[src/sv/oes_pkg.sv]
`default_nettype none

package oes_pkg;

  localparam int FRAC_BITS = 16;

  // shared multiplier operand and product widths
  localparam int MUL_A_W = 34;
  localparam int MUL_B_W = 20;
  localparam int MUL_P_W = MUL_A_W + MUL_B_W;

  // divider widths
  localparam int DIVIDEND_W = 55;
  localparam int DIVISOR_W  = 40;
  localparam int QUOT_W     = 38;
  localparam int DSH_W      = 57;
  localparam int DIV_CNT_W  = 6;
  localparam logic [DIV_CNT_W-1:0] DIV_LAST_ALPHA = 6'd17;
  localparam logic [DIV_CNT_W-1:0] DIV_LAST_SPEED = 6'd37;

  localparam logic [19:0] US_PER_S     = 20'd1000000;
  localparam logic [19:0] TWO_PI_Q16   = 20'd411775;
  localparam logic [16:0] ALPHA_ONE    = 17'd65536;
  localparam logic [15:0] SPEED_CUTOFF = 16'd256;
  localparam logic [15:0] CUTOFF_MAX   = 16'hFFFF;
  localparam logic [55:0] DEN_BIAS     = 56'd16777216000000;

  localparam logic [15:0] MIN_CUTOFF_RST = 16'd256;
  localparam logic [15:0] SPEED_GAIN_RST = 16'd0;
  localparam logic [16:0] JUMP_THR_RST   = 17'd3932;

  typedef enum logic [1:0] {
    CFG_MIN_CUTOFF = 2'd0,
    CFG_SPEED_GAIN = 2'd1,
    CFG_JUMP_THR   = 2'd2
  } cfg_idx_t;

  typedef enum logic {
    DIV_ALPHA = 1'b0,
    DIV_SPEED = 1'b1
  } div_mode_t;

  typedef struct packed {
    logic      start;
    div_mode_t mode;
  } div_ctl_t;

  typedef struct packed {
    logic busy;
    logic done;
  } div_sts_t;

  typedef enum logic [21:0] {
    ST_IDLE    = 22'h000001,
    ST_J_U     = 22'h000002,
    ST_J_V     = 22'h000004,
    ST_J_T     = 22'h000008,
    ST_J_CMP   = 22'h000010,
    ST_DECIDE  = 22'h000020,
    ST_A_CD    = 22'h000040,
    ST_A_P0    = 22'h000080,
    ST_A_P1    = 22'h000100,
    ST_A_NUM   = 22'h000200,
    ST_A_DEN   = 22'h000400,
    ST_A_DIV   = 22'h000800,
    ST_SP_MUL  = 22'h001000,
    ST_SP_DIVS = 22'h002000,
    ST_SP_WAIT = 22'h004000,
    ST_SP_BL   = 22'h008000,
    ST_SP_SAT  = 22'h010000,
    ST_CU_MUL  = 22'h020000,
    ST_CU_ADD  = 22'h040000,
    ST_ES_MUL  = 22'h080000,
    ST_ES_UPD  = 22'h100000,
    ST_FIN     = 22'h200000
  } state_t;

endpackage

`default_nettype wire

[src/sv/oes_ifs.sv]
`default_nettype none

interface oes_in_if;
  logic               valid;
  logic               ready;
  logic               hovering;
  logic signed [17:0] raw_u;
  logic signed [17:0] raw_v;
  logic        [19:0] delta_time;
  modport source (output valid, hovering, raw_u, raw_v, delta_time, input ready);
  modport sink   (input valid, hovering, raw_u, raw_v, delta_time, output ready);
endinterface

interface oes_out_if;
  logic               valid;
  logic               ready;
  logic               valid_res;
  logic signed [17:0] smooth_u;
  logic signed [17:0] smooth_v;
  modport source (output valid, valid_res, smooth_u, smooth_v, input ready);
  modport sink   (input valid, valid_res, smooth_u, smooth_v, output ready);
endinterface

interface oes_cfg_if;
  logic        valid;
  logic        ready;
  logic [1:0]  index;
  logic [16:0] data;
  modport source (output valid, index, data, input ready);
  modport sink   (input valid, index, data, output ready);
endinterface

`default_nettype wire

[src/sv/pointer_uv_one_euro_smoother_unit.sv]
`default_nettype none

// A non-hovering transaction goes straight to the result; a restart (first sample, jump, zero
//   dt or zero min_cutoff) passes the raw sample through; a filtered one runs both axes.
// One transaction at a time; a filtered one is bounded by the shared divider: the 38-step
//   speed divide twice and the 18-step alpha divide three times.
// Reset: rst_n is synchronous and active low; it clears the filter state and loads register
//   defaults (min_cutoff 256, speed_gain 0, jump_threshold 3932).
module pointer_uv_one_euro_smoother_unit import oes_pkg::*; (
  input wire logic   clk,
  input wire logic   rst_n,
  oes_in_if.sink     in_ch,
  oes_out_if.source  out_ch,
  oes_cfg_if.sink    cfg_ch
);

  // sequencer
  state_t state_r, state_nxt;

  // captured transaction
  logic               hov_r, hov_nxt;
  logic signed [17:0] ru_r, ru_nxt, rv_r, rv_nxt;
  logic        [19:0] dt_r, dt_nxt;

  // filter state
  logic               primed_r, primed_nxt;
  logic signed [17:0] est_u_r, est_u_nxt, est_v_r, est_v_nxt;
  logic signed [31:0] spd_u_r, spd_u_nxt, spd_v_r, spd_v_nxt;

  // configuration
  logic [15:0] mc_r, sg_r;
  logic [16:0] thr_r;

  // working registers
  logic [MUL_P_W-1:0] prod_r, prod_nxt;
  logic [37:0]        acc_r, acc_nxt;
  logic [17:0]        cdt_hi_r, cdt_hi_nxt;
  logic [36:0]        p0_r, p0_nxt;
  logic [DIVIDEND_W-1:0] num_r, num_nxt;
  logic [15:0]        cut_r, cut_nxt;
  logic               asel_r, asel_nxt;   // 0: speed alpha, 1: position alpha
  logic [16:0]        ad_r, ad_nxt, al_r, al_nxt;
  logic               axis_r, axis_nxt;
  logic               dneg_r, dneg_nxt;
  logic [32:0]        dmag_r, dmag_nxt;
  logic [31:0]        absp_r, absp_nxt;

  // result register
  logic               out_valid_r, out_valid_nxt;
  logic               out_res_r, out_res_nxt;
  logic signed [17:0] out_u_r, out_u_nxt, out_v_r, out_v_nxt;

  // shared multiplier
  logic [MUL_A_W-1:0] mul_a;
  logic [MUL_B_W-1:0] mul_b;

  // shared divider
  div_ctl_t              div_ctl;
  div_sts_t              div_sts;
  logic [DIVIDEND_W-1:0] div_dividend;
  logic [DIVISOR_W-1:0]  div_divisor;
  logic [QUOT_W-1:0]     div_quot;

  // per-axis combinational helpers
  logic signed [18:0] du, dv, diff_ax;
  logic [18:0]        du_mag, dv_mag, diff_mag;
  logic               diff_neg;
  logic signed [17:0] est_ax;
  logic signed [31:0] spd_ax;
  logic               in_acc, out_acc;

  logic [55:0]        den_sum;
  logic [31:0]        dx;
  logic signed [32:0] dsig;
  logic [50:0]        rnd_s;
  logic signed [35:0] sp_sum;
  logic signed [31:0] sp_sat;
  logic [28:0]        cut_sum;
  logic [36:0]        rnd_e;
  logic [19:0]        est_new;

  assign in_acc  = in_ch.valid && in_ch.ready;
  assign out_acc = out_valid_r && out_ch.ready;

  assign du       = {ru_r[17], ru_r} - {est_u_r[17], est_u_r};
  assign dv       = {rv_r[17], rv_r} - {est_v_r[17], est_v_r};
  assign du_mag   = du[18] ? 19'(-du) : 19'(du);
  assign dv_mag   = dv[18] ? 19'(-dv) : 19'(dv);
  assign est_ax   = axis_r ? est_v_r : est_u_r;
  assign spd_ax   = axis_r ? spd_v_r : spd_u_r;
  assign diff_ax  = axis_r ? dv : du;
  assign diff_mag = axis_r ? dv_mag : du_mag;
  assign diff_neg = diff_ax[18];

  assign prod_nxt = mul_a * mul_b;

  // den = (num + 10^6 * 2^24) / 2^16
  assign den_sum = {1'b0, num_r} + DEN_BIAS;

  // raw speed, saturated to 32 bits
  always_comb begin
    if (!diff_neg) begin
      dx = (div_quot > 38'h007FFFFFFF) ? 32'h7FFFFFFF : div_quot[31:0];
    end else begin
      dx = (div_quot > 38'h0080000000) ? 32'h80000000 : 32'(-div_quot[31:0]);
    end
  end
  assign dsig = {dx[31], dx} - {spd_ax[31], spd_ax};

  // speed blend: round half away from zero, then saturate
  assign rnd_s  = {1'b0, prod_r[49:0]} + 51'd32768;
  assign sp_sum = dneg_r ? ({{4{spd_ax[31]}}, spd_ax} - {1'b0, rnd_s[50:16]})
                         : ({{4{spd_ax[31]}}, spd_ax} + {1'b0, rnd_s[50:16]});
  always_comb begin
    if (sp_sum > 36'sd2147483647) begin
      sp_sat = 32'sh7FFFFFFF;
    end else if (sp_sum < -36'sd2147483648) begin
      sp_sat = 32'sh80000000;
    end else begin
      sp_sat = sp_sum[31:0];
    end
  end

  // cutoff = min_cutoff + gain*|speed| / 2^(FRAC_BITS+4)
  assign cut_sum = {13'd0, mc_r} + 29'(prod_r >> (FRAC_BITS + 4));

  // position blend
  assign rnd_e   = {1'b0, prod_r[35:0]} + 37'd32768;
  assign est_new = diff_neg ? ({{2{est_ax[17]}}, est_ax} - rnd_e[35:16])
                            : ({{2{est_ax[17]}}, est_ax} + rnd_e[35:16]);

  always_comb begin
    state_nxt     = state_r;
    hov_nxt       = hov_r;
    ru_nxt        = ru_r;
    rv_nxt        = rv_r;
    dt_nxt        = dt_r;
    primed_nxt    = primed_r;
    est_u_nxt     = est_u_r;
    est_v_nxt     = est_v_r;
    spd_u_nxt     = spd_u_r;
    spd_v_nxt     = spd_v_r;
    acc_nxt       = acc_r;
    cdt_hi_nxt    = cdt_hi_r;
    p0_nxt        = p0_r;
    num_nxt       = num_r;
    cut_nxt       = cut_r;
    asel_nxt      = asel_r;
    ad_nxt        = ad_r;
    al_nxt        = al_r;
    axis_nxt      = axis_r;
    dneg_nxt      = dneg_r;
    dmag_nxt      = dmag_r;
    absp_nxt      = absp_r;
    out_valid_nxt = out_acc ? 1'b0 : out_valid_r;
    out_res_nxt   = out_res_r;
    out_u_nxt     = out_u_r;
    out_v_nxt     = out_v_r;
    mul_a         = '0;
    mul_b         = '0;
    div_ctl.start = 1'b0;
    div_ctl.mode  = DIV_ALPHA;
    div_dividend  = {1'b0, prod_r};
    div_divisor   = {20'd0, dt_r};

    unique case (state_r)
      ST_IDLE: begin
        if (in_acc) begin
          hov_nxt = in_ch.hovering;
          ru_nxt  = in_ch.raw_u;
          rv_nxt  = in_ch.raw_v;
          dt_nxt  = in_ch.delta_time;
          if (!in_ch.hovering) begin
            // drop all state; the result reports not valid with zeros
            primed_nxt = 1'b0;
            est_u_nxt  = '0;
            est_v_nxt  = '0;
            spd_u_nxt  = '0;
            spd_v_nxt  = '0;
            state_nxt  = ST_FIN;
          end else if (primed_r) begin
            state_nxt = ST_J_U;
          end else begin
            state_nxt = ST_DECIDE;
          end
        end
      end
      // jump test: du^2 + dv^2 against threshold^2
      ST_J_U: begin
        mul_a     = 34'(du_mag);
        mul_b     = 20'(du_mag);
        state_nxt = ST_J_V;
      end
      ST_J_V: begin
        acc_nxt   = prod_r[37:0];
        mul_a     = 34'(dv_mag);
        mul_b     = 20'(dv_mag);
        state_nxt = ST_J_T;
      end
      ST_J_T: begin
        acc_nxt   = acc_r + prod_r[37:0];
        mul_a     = 34'(thr_r);
        mul_b     = 20'(thr_r);
        state_nxt = ST_J_CMP;
      end
      ST_J_CMP: begin
        if (acc_r >= prod_r[37:0]) begin
          primed_nxt = 1'b0;
          est_u_nxt  = '0;
          est_v_nxt  = '0;
          spd_u_nxt  = '0;
          spd_v_nxt  = '0;
        end
        state_nxt = ST_DECIDE;
      end
      ST_DECIDE: begin
        if (!primed_r || (dt_r == '0) || (mc_r == '0)) begin
          // restart: pass the raw sample through
          primed_nxt = 1'b1;
          est_u_nxt  = ru_r;
          est_v_nxt  = rv_r;
          spd_u_nxt  = '0;
          spd_v_nxt  = '0;
          state_nxt  = ST_FIN;
        end else begin
          cut_nxt   = SPEED_CUTOFF;
          asel_nxt  = 1'b0;
          axis_nxt  = 1'b0;
          state_nxt = ST_A_CD;
        end
      end
      // alpha = num / ((num + 10^6*2^24) / 2^16), num = cutoff*dt*2pi
      ST_A_CD: begin
        mul_a     = 34'(cut_r);
        mul_b     = dt_r;
        state_nxt = ST_A_P0;
      end
      ST_A_P0: begin
        cdt_hi_nxt = prod_r[35:18];
        mul_a      = 34'(prod_r[17:0]);
        mul_b      = TWO_PI_Q16;
        state_nxt  = ST_A_P1;
      end
      ST_A_P1: begin
        p0_nxt    = prod_r[36:0];
        mul_a     = 34'(cdt_hi_r);
        mul_b     = TWO_PI_Q16;
        state_nxt = ST_A_NUM;
      end
      ST_A_NUM: begin
        num_nxt   = {18'd0, p0_r} + {prod_r[36:0], 18'd0};
        state_nxt = ST_A_DEN;
      end
      ST_A_DEN: begin
        div_ctl.start = 1'b1;
        div_ctl.mode  = DIV_ALPHA;
        div_dividend  = num_r;
        div_divisor   = den_sum[55:16];
        state_nxt     = ST_A_DIV;
      end
      ST_A_DIV: begin
        if (div_sts.done) begin
          if (asel_r) begin
            al_nxt    = (div_quot > 38'(ALPHA_ONE)) ? ALPHA_ONE : div_quot[16:0];
            state_nxt = ST_ES_MUL;
          end else begin
            ad_nxt    = (div_quot > 38'(ALPHA_ONE)) ? ALPHA_ONE : div_quot[16:0];
            state_nxt = ST_SP_MUL;
          end
        end
      end
      // raw speed = |diff| * 10^6 / dt
      ST_SP_MUL: begin
        mul_a     = 34'(diff_mag);
        mul_b     = US_PER_S;
        state_nxt = ST_SP_DIVS;
      end
      ST_SP_DIVS: begin
        div_ctl.start = 1'b1;
        div_ctl.mode  = DIV_SPEED;
        state_nxt     = ST_SP_WAIT;
      end
      ST_SP_WAIT: begin
        if (div_sts.done) begin
          dneg_nxt  = dsig[32];
          dmag_nxt  = dsig[32] ? 33'(-dsig) : 33'(dsig);
          state_nxt = ST_SP_BL;
        end
      end
      ST_SP_BL: begin
        mul_a     = 34'(dmag_r);
        mul_b     = 20'(ad_r);
        state_nxt = ST_SP_SAT;
      end
      ST_SP_SAT: begin
        if (axis_r) begin
          spd_v_nxt = sp_sat;
        end else begin
          spd_u_nxt = sp_sat;
        end
        absp_nxt  = sp_sat[31] ? 32'(-sp_sat) : 32'(sp_sat);
        state_nxt = ST_CU_MUL;
      end
      ST_CU_MUL: begin
        mul_a     = 34'(absp_r);
        mul_b     = 20'(sg_r);
        state_nxt = ST_CU_ADD;
      end
      ST_CU_ADD: begin
        cut_nxt   = (cut_sum > 29'(CUTOFF_MAX)) ? CUTOFF_MAX : cut_sum[15:0];
        asel_nxt  = 1'b1;
        state_nxt = ST_A_CD;
      end
      ST_ES_MUL: begin
        mul_a     = 34'(diff_mag);
        mul_b     = 20'(al_r);
        state_nxt = ST_ES_UPD;
      end
      ST_ES_UPD: begin
        if (axis_r) begin
          est_v_nxt = est_new[17:0];
          state_nxt = ST_FIN;
        end else begin
          est_u_nxt = est_new[17:0];
          axis_nxt  = 1'b1;
          asel_nxt  = 1'b0;
          state_nxt = ST_SP_MUL;
        end
      end
      ST_FIN: begin
        // hold until the result register is free
        if (!out_valid_r || out_ch.ready) begin
          out_valid_nxt = 1'b1;
          out_res_nxt   = hov_r;
          out_u_nxt     = est_u_r;
          out_v_nxt     = est_v_r;
          state_nxt     = ST_IDLE;
        end
      end
      default: begin
        state_nxt = ST_IDLE;
      end
    endcase
  end

  always_ff @(posedge clk) begin
    if (!rst_n) begin
      state_r     <= ST_IDLE;
      primed_r    <= 1'b0;
      est_u_r     <= '0;
      est_v_r     <= '0;
      spd_u_r     <= '0;
      spd_v_r     <= '0;
      out_valid_r <= 1'b0;
      mc_r        <= MIN_CUTOFF_RST;
      sg_r        <= SPEED_GAIN_RST;
      thr_r       <= JUMP_THR_RST;
    end else begin
      state_r     <= state_nxt;
      primed_r    <= primed_nxt;
      est_u_r     <= est_u_nxt;
      est_v_r     <= est_v_nxt;
      spd_u_r     <= spd_u_nxt;
      spd_v_r     <= spd_v_nxt;
      out_valid_r <= out_valid_nxt;
      if (cfg_ch.valid && cfg_ch.ready) begin
        case (cfg_idx_t'(cfg_ch.index))
          CFG_MIN_CUTOFF: mc_r  <= cfg_ch.data[15:0];
          CFG_SPEED_GAIN: sg_r  <= cfg_ch.data[15:0];
          CFG_JUMP_THR:   thr_r <= cfg_ch.data;
          default: begin
            // ignore writes outside the register list
          end
        endcase
      end
    end
    hov_r    <= hov_nxt;
    ru_r     <= ru_nxt;
    rv_r     <= rv_nxt;
    dt_r     <= dt_nxt;
    prod_r   <= prod_nxt;
    acc_r    <= acc_nxt;
    cdt_hi_r <= cdt_hi_nxt;
    p0_r     <= p0_nxt;
    num_r    <= num_nxt;
    cut_r    <= cut_nxt;
    asel_r   <= asel_nxt;
    ad_r     <= ad_nxt;
    al_r     <= al_nxt;
    axis_r   <= axis_nxt;
    dneg_r   <= dneg_nxt;
    dmag_r   <= dmag_nxt;
    absp_r   <= absp_nxt;
    out_res_r <= out_res_nxt;
    out_u_r   <= out_u_nxt;
    out_v_r   <= out_v_nxt;
  end

  oes_div u_div (
    .clk      (clk),
    .rst_n    (rst_n),
    .ctl      (div_ctl),
    .dividend (div_dividend),
    .divisor  (div_divisor),
    .sts      (div_sts),
    .quot     (div_quot)
  );

  assign in_ch.ready      = (state_r == ST_IDLE);
  assign cfg_ch.ready     = 1'b1;
  assign out_ch.valid     = out_valid_r;
  assign out_ch.valid_res = out_res_r;
  assign out_ch.smooth_u  = out_u_r;
  assign out_ch.smooth_v  = out_v_r;

`ifndef SYNTHESIS
  a_invalid_zero: assert property (@(posedge clk) disable iff (!rst_n)
    (out_valid_r && !out_res_r) |-> (out_u_r == '0) && (out_v_r == '0))
    else $error("result without valid_res carries non-zero coordinates");
  a_leave_clears: assert property (@(posedge clk) disable iff (!rst_n)
    (in_acc && !in_ch.hovering) |=> !primed_r && (est_u_r == '0) && (spd_v_r == '0))
    else $error("state not cleared after a non-hovering transaction");
  a_div_free: assert property (@(posedge clk) disable iff (!rst_n)
    div_ctl.start |-> !div_sts.busy)
    else $error("divider started while busy");
  a_alpha_cap: assert property (@(posedge clk) disable iff (!rst_n)
    (state_r == ST_ES_MUL) |-> (al_r <= ALPHA_ONE) && (ad_r <= ALPHA_ONE))
    else $error("alpha above one");
`endif

endmodule

`default_nettype wire

[src/sv/oes_div.sv]
`default_nettype none

// restoring divider, one quotient bit per cycle
module oes_div import oes_pkg::*; (
  input  wire logic                  clk,
  input  wire logic                  rst_n,
  input  wire div_ctl_t              ctl,
  input  wire logic [DIVIDEND_W-1:0] dividend,
  input  wire logic [DIVISOR_W-1:0]  divisor,
  output div_sts_t                   sts,
  output logic [QUOT_W-1:0]          quot
);

  logic                 busy_r, busy_nxt;
  logic                 done_r, done_nxt;
  logic [DIV_CNT_W-1:0] cnt_r, cnt_nxt;
  logic [DIVIDEND_W-1:0] rem_r, rem_nxt;
  logic [DSH_W-1:0]     dsh_r, dsh_nxt;
  logic [QUOT_W-1:0]    quot_r, quot_nxt;
  logic [DSH_W-1:0]     rem_ext, rem_sub;
  logic                 fits;

  assign rem_ext = {{(DSH_W-DIVIDEND_W){1'b0}}, rem_r};
  assign rem_sub = rem_ext - dsh_r;
  assign fits    = rem_ext >= dsh_r;

  always_comb begin
    busy_nxt = busy_r;
    done_nxt = 1'b0;
    cnt_nxt  = cnt_r;
    rem_nxt  = rem_r;
    dsh_nxt  = dsh_r;
    quot_nxt = quot_r;
    if (ctl.start) begin
      busy_nxt = 1'b1;
      rem_nxt  = dividend;
      quot_nxt = '0;
      if (ctl.mode == DIV_ALPHA) begin
        dsh_nxt = {divisor, 17'd0};
        cnt_nxt = DIV_LAST_ALPHA;
      end else begin
        dsh_nxt = {divisor[19:0], 37'd0};
        cnt_nxt = DIV_LAST_SPEED;
      end
    end else if (busy_r) begin
      if (fits) begin
        rem_nxt = rem_sub[DIVIDEND_W-1:0];
      end
      quot_nxt = {quot_r[QUOT_W-2:0], fits};
      dsh_nxt  = dsh_r >> 1;
      cnt_nxt  = cnt_r - 6'd1;
      if (cnt_r == '0) begin
        busy_nxt = 1'b0;
        done_nxt = 1'b1;
      end
    end
  end

  always_ff @(posedge clk) begin
    if (!rst_n) begin
      busy_r <= 1'b0;
      done_r <= 1'b0;
    end else begin
      busy_r <= busy_nxt;
      done_r <= done_nxt;
    end
    cnt_r  <= cnt_nxt;
    rem_r  <= rem_nxt;
    dsh_r  <= dsh_nxt;
    quot_r <= quot_nxt;
  end

  assign sts.busy = busy_r;
  assign sts.done = done_r;
  assign quot     = quot_r;

`ifndef SYNTHESIS
  a_done_ends_busy: assert property (@(posedge clk) disable iff (!rst_n)
    done_r |-> !busy_r && $past(busy_r))
    else $error("divider done without a preceding busy run");
`endif

endmodule

`default_nettype wire
[src/flat_wrapper.sv]
// flat-port wrapper written by rule: the top's interface ports become plain ports
module pointer_uv_one_euro_smoother_unit_flat import oes_pkg::*;
  (clk, rst_n, in_ch_valid, in_ch_hovering, in_ch_raw_u, in_ch_raw_v, in_ch_delta_time, in_ch_ready, out_ch_valid, out_ch_valid_res, out_ch_smooth_u, out_ch_smooth_v, out_ch_ready, cfg_ch_valid, cfg_ch_index, cfg_ch_data, cfg_ch_ready);
  oes_in_if in_ch_i ();
  oes_out_if out_ch_i ();
  oes_cfg_if cfg_ch_i ();
  input wire logic clk;
  input wire logic rst_n;
  input wire logic [$bits(in_ch_i.valid)-1:0] in_ch_valid;
  input wire logic [$bits(in_ch_i.hovering)-1:0] in_ch_hovering;
  input wire logic [$bits(in_ch_i.raw_u)-1:0] in_ch_raw_u;
  input wire logic [$bits(in_ch_i.raw_v)-1:0] in_ch_raw_v;
  input wire logic [$bits(in_ch_i.delta_time)-1:0] in_ch_delta_time;
  output wire logic [$bits(in_ch_i.ready)-1:0] in_ch_ready;
  output wire logic [$bits(out_ch_i.valid)-1:0] out_ch_valid;
  output wire logic [$bits(out_ch_i.valid_res)-1:0] out_ch_valid_res;
  output wire logic [$bits(out_ch_i.smooth_u)-1:0] out_ch_smooth_u;
  output wire logic [$bits(out_ch_i.smooth_v)-1:0] out_ch_smooth_v;
  input wire logic [$bits(out_ch_i.ready)-1:0] out_ch_ready;
  input wire logic [$bits(cfg_ch_i.valid)-1:0] cfg_ch_valid;
  input wire logic [$bits(cfg_ch_i.index)-1:0] cfg_ch_index;
  input wire logic [$bits(cfg_ch_i.data)-1:0] cfg_ch_data;
  output wire logic [$bits(cfg_ch_i.ready)-1:0] cfg_ch_ready;
  assign in_ch_i.valid = in_ch_valid;
  assign in_ch_i.hovering = in_ch_hovering;
  assign in_ch_i.raw_u = in_ch_raw_u;
  assign in_ch_i.raw_v = in_ch_raw_v;
  assign in_ch_i.delta_time = in_ch_delta_time;
  assign in_ch_ready = in_ch_i.ready;
  assign out_ch_valid = out_ch_i.valid;
  assign out_ch_valid_res = out_ch_i.valid_res;
  assign out_ch_smooth_u = out_ch_i.smooth_u;
  assign out_ch_smooth_v = out_ch_i.smooth_v;
  assign out_ch_i.ready = out_ch_ready;
  assign cfg_ch_i.valid = cfg_ch_valid;
  assign cfg_ch_i.index = cfg_ch_index;
  assign cfg_ch_i.data = cfg_ch_data;
  assign cfg_ch_ready = cfg_ch_i.ready;
  pointer_uv_one_euro_smoother_unit u_core (.clk(clk), .rst_n(rst_n), .in_ch(in_ch_i), .out_ch(out_ch_i), .cfg_ch(cfg_ch_i));
endmodule
[config.mk]
export PLATFORM = sky130hd
export DESIGN_NAME = pointer_uv_one_euro_smoother_unit_flat
export DESIGN_NICKNAME = d
export VERILOG_FILES = /design/src/sv/oes_pkg.sv /design/src/sv/oes_ifs.sv /design/src/sv/pointer_uv_one_euro_smoother_unit.sv /design/src/sv/oes_div.sv /design/src/flat_wrapper.sv
export SDC_FILE = /design/constraint.sdc
export NUM_CORES = 2
export LEC_CHECK = 0
export BUFFER_PORTS_ARGS = -buffer_cell sky130_fd_sc_hd__buf_2
export CORE_ASPECT_RATIO = 2
export CORE_MARGIN = 2
export CORE_UTILIZATION = 45
export DETAILED_ROUTE_END_ITERATION = 7
export GPL_ROUTABILITY_DRIVEN = 0
export PLACE_DENSITY_LB_ADDON = 0.15
export SETUP_SLACK_MARGIN = 0.4
export SYNTH_ARGS = -nofsm -noshare
export SYNTH_HDL_FRONTEND = slang
export SYNTH_SLANG_ARGS = --single-unit
[constraint.sdc]
create_clock -name clk -period 12.9 [get_ports clk]
set_input_delay 0 -clock clk [delete_from_list [all_inputs] [get_ports clk]]
set_output_delay 0 -clock clk [all_outputs]
set_load 0.005 [all_outputs]
==> results.md <==
- Most common cell after layout, fill and taps aside: nand2_1
- Drc violations: 12
- Worst r2r src: u_core.rv_r[0]$_DFFE_PP_
- Synth area leader: edfxtp_1
- Most frequent cell on the critical path: fa_1
- Synth top area cells: edfxtp_1 21%, fa_1 17%, ha_1 8.4%, dfxtp_1 7.8%, nand2_1 4.9%
- P_sw: 0.00282 W
- Sequential area share after synthesis: 0.289
- DP Wirelength: 210000 um
- FP Rows: 201
- Slew @ Worst Pin: 1480 ps
- DR pass1 iterations: 8
- Most frequent cells in the layout: 887 x nand2_1, 881 x inv_1, 775 x nor2_1, 562 x fa_1, 515 x a21oi_1
- Worst path required time: 13530 ps
- Ports: 121
- Synth cell types: 104
- Largest family of logic cells by synthesized area: adder cells
- Layout cell share with drive strength beyond 1: 0.0758
- Main flop type after synthesis: edfxtp_1
- Fin worst setup slack: 877 ps
- CTS tree: built
- Die Ht: 554 um
- YS warnings: 0
- Setup tns final: 0 ps
- Chip width: 279 um
- Vias in the first global route: 60400
- 1st-iter DRT viols: 5988
- Post-synth EDFFs: 478
- Synth Area in Adders: 0.250
- H-tree depth: 3
- Reg power frac: 0.374
- Synth Area in XOR/XNOR: 0.0578
- Buffers on Ports: 119
- Hold Fails Final Rpt: 0
- Startpoint types: flop
- Fmax: 0.0832 GHz
- Clock root buffer: clkbuf_16
- Status: finished, violations left
- PD cells: 99.6 nW/um2
- Filler instances: 14200
- Util after Layout: 0.504
- Mux share of post-synthesis cell area: 0.0126
- Asr flop ratio synth: 0
- RSZ-0062 raised after global routing: false
- Via count: 60100
- CTS Buffer Depth: 3
- Sw frac: 0.374
- Die area: 155000 um2
- Clock power frac: 0.323
- Worst Path Arrival: 12650 ps
- Max-cap viol count: 0
- Later-pin clock latency in the skew report: 710 ps
- RR Endpoint: u_core.prod_r[47]$_DFF_P_
- Synthesized area per cell: 8.90 um2
- Critical-path maximum fanout: 15
- Slowest cell on the critical path: fa_1
- R2R Setup Slk: 880 ps
- Failing checks: design-rule violations
- Leakage power: 32.7 nW
- Yosys reg bits: 744
- Final setup viols: 0
- Num CTS Buffers: 78
- Worst vdd ir: 0.116 mV
- Starting Density: 0.453
- Gate power share: 0.303
- Pint: 0.00471 W
- Simple logic cell fraction of the synthesized area: 0.170
- Largest net degree at the start of global routing: 71
- CP Class: flop to flop
- First-pass GRT wire length: 394000 um
- Clk_skew: 37.0 ps
- Vias per cell: 6.09
- Reg2Reg Depth: 42
- Fin crit period: 12020 ps
- Post-DRT Antenna Nets: 0
- End of the worst hold path: u_core.rv_r[11]$_DFFE_PP_
- Worst min path class: input pin to flop
- Tcrit/Tclk final: 0.932
- Critical Path Sink Type: flop
- Hold Startpoint: in_ch_raw_v[11]
- Final WL: 272000 um
- Average wire per standard cell: 27.5 um
- Slew Viols, Final: 0
- TritonCTS Sinks: 744
- Register Area: 19700 um2
- Post-synthesis compound-gate area fraction: 0.152
- Congestion Overflow GR: 0
- Yosys top cell area share: 0.211
- Rel. slew slack: 0.0149
- Mapped Area: 68100 um2
- WHS Path Cells: 2
- Multi-input gate area: 44300 um2
- Core area: 150000 um2
- Reg clk slew, reported paths: 70 ps
- CP peak stage delay: 590 ps
- Initial antenna violation count: 17
- Layout area overhead: 11.1%
- Setup WS pre-CTS: 602 ps
- GRT Resource Usage Total: 0.350
- Final nets: 8959
- Cells after Synth: 7648
## Yosys cell counts, drive strengths merged (73+ instances only)
cell type / n
xnor2: 288
and2: 76
mux2i: 82
dfxtp: 266
inv: 884
ha: 458
a21oi: 519
nand2: 890
clkbuf: 295
o21ai: 319
xor2: 161
nand3: 132
edfxtp: 478
nor3: 131
fa: 563
nand2b: 73
nor2: 779
a21o: 111
a22oi: 74
## worst max-delay path by stage
stage                                   startpoint                   endpoint  slack [ps]  cells past startpoint
global placement          u_core.ru_r[0]$_DFFE_PP_  u_core.prod_r[47]$_DFF_P_         630                     44
CTS                       u_core.ru_r[0]$_DFFE_PP_  u_core.prod_r[47]$_DFF_P_         580                     44
floorplan                 u_core.ru_r[0]$_DFFE_PP_  u_core.prod_r[47]$_DFF_P_        2050                     42
global route        u_core.est_v_r[1]$_SDFFE_PN0P_  u_core.prod_r[47]$_DFF_P_         310                     40
detailed placement        u_core.ru_r[0]$_DFFE_PP_  u_core.prod_r[47]$_DFF_P_         600                     44
finish                    u_core.rv_r[0]$_DFFE_PP_  u_core.prod_r[47]$_DFF_P_         880                     42
## power groups by stage
stage                     clock network, W  registers, W  logic, W
after global routing               0.00254       0.00281   0.00239
after floorplan                          0       0.00272   0.00128
after CTS                          0.00246       0.00280   0.00209
final                              0.00243       0.00282   0.00228
after detailed placement                 0       0.00285   0.00205
after global placement                   0       0.00285   0.00204
## state kept, by name, summed over array words and instances, names as in the netlist, 17 cells and up
register                flops
u_core.est_v_r             18
u_core.out_ch.smooth_v     18
u_core.u_div.quot          38
u_core.absp_r              32
u_core.cdt_hi_r            18
u_core.ad_r                17
u_core.acc_r               38
u_core.est_u_r             18
u_core.spd_u_r             32
u_core.ru_r                18
u_core.out_ch.smooth_u     18
u_core.dt_r                20
u_core.state_r             22
u_core.thr_r               17
u_core.u_div.rem_r         55
u_core.al_r                17
u_core.num_r               55
u_core.p0_r                37
u_core.spd_v_r             32
u_core.rv_r                18
u_core.prod_r              53
u_core.u_div.dsh_r         57
u_core.dmag_r              33
## repair_timing
item / in CTS / in global routing
resized for setup: 0 / 46
setup buffers: 0 / 6
endpoints found under the hold margin: 129 / 0
hold buffers: 103 / 0
endpoints found under the setup margin: 0 / 22
## layout make-up
| class | instances | area share |
|---|---|---|
| Timing Repair Buffer | 429 | 0.0429 |
| Clock inverter | 47 | 0.00713 |
| Sequential cell | 744 | 0.260 |
| Antenna cell | 14 | 0.000463 |
| Tap cell | 1928 | 0.0319 |
| Inverter | 887 | 0.0441 |
| Clock buffer | 96 | 0.0281 |
| Multi-Input combinational cell | 5717 | 0.585 |
## worst max-delay path: cells and delay by family (launching register included)
family          cells  cell delay [ps]
fa+ha+maj          10             4680
compound gates     17             4110
xor+xnor            3              680
flops               1              380
buf+inv             7              860
simple gates        5             1220
## cell families (layout without fill, tap and decap cells)
kind of cell	Yosys count	count (layout)
AOI/OAI and AO/OA	1605	1605
xor gates and xnor gates	449	449
adders and majority gates	1021	1021
buffers and inverters	1228	1459
DFF	744	744
muxes	85	85
other	2	57
and+or+nand+nor	2514	2514
## per-stage QoR
| stage | hold slack, ps | instance area [um2] | std cells | power (W) |
|---|---|---|---|---|
| 2_1_floorplan | 98.9 | 68200 | 7689 | 0.00400 |
| 3_3_place_gp | 178 | 71600 | 9594 | 0.00489 |
| 3_5_place_dp | 178 | 71600 | 9594 | 0.00490 |
| 4_1_cts | 2.57 | 75300 | 9840 | 0.00735 |
| 5_1_grt | 26.9 | 75600 | 9849 | 0.00773 |
| 6_report | 17.5 | 75600 | 9862 | 0.00753 |
## layer usage
metal	track usage	wire [um]	vias up
li1	-	-	26500
met1	0.364	89300	29300
met2	0.583	129000	3100
met3	0.0707	20800	1155
met4	0.341	32300	10
met5	0	66	-
Note: power is estimated with default switching activity, not from simulation.
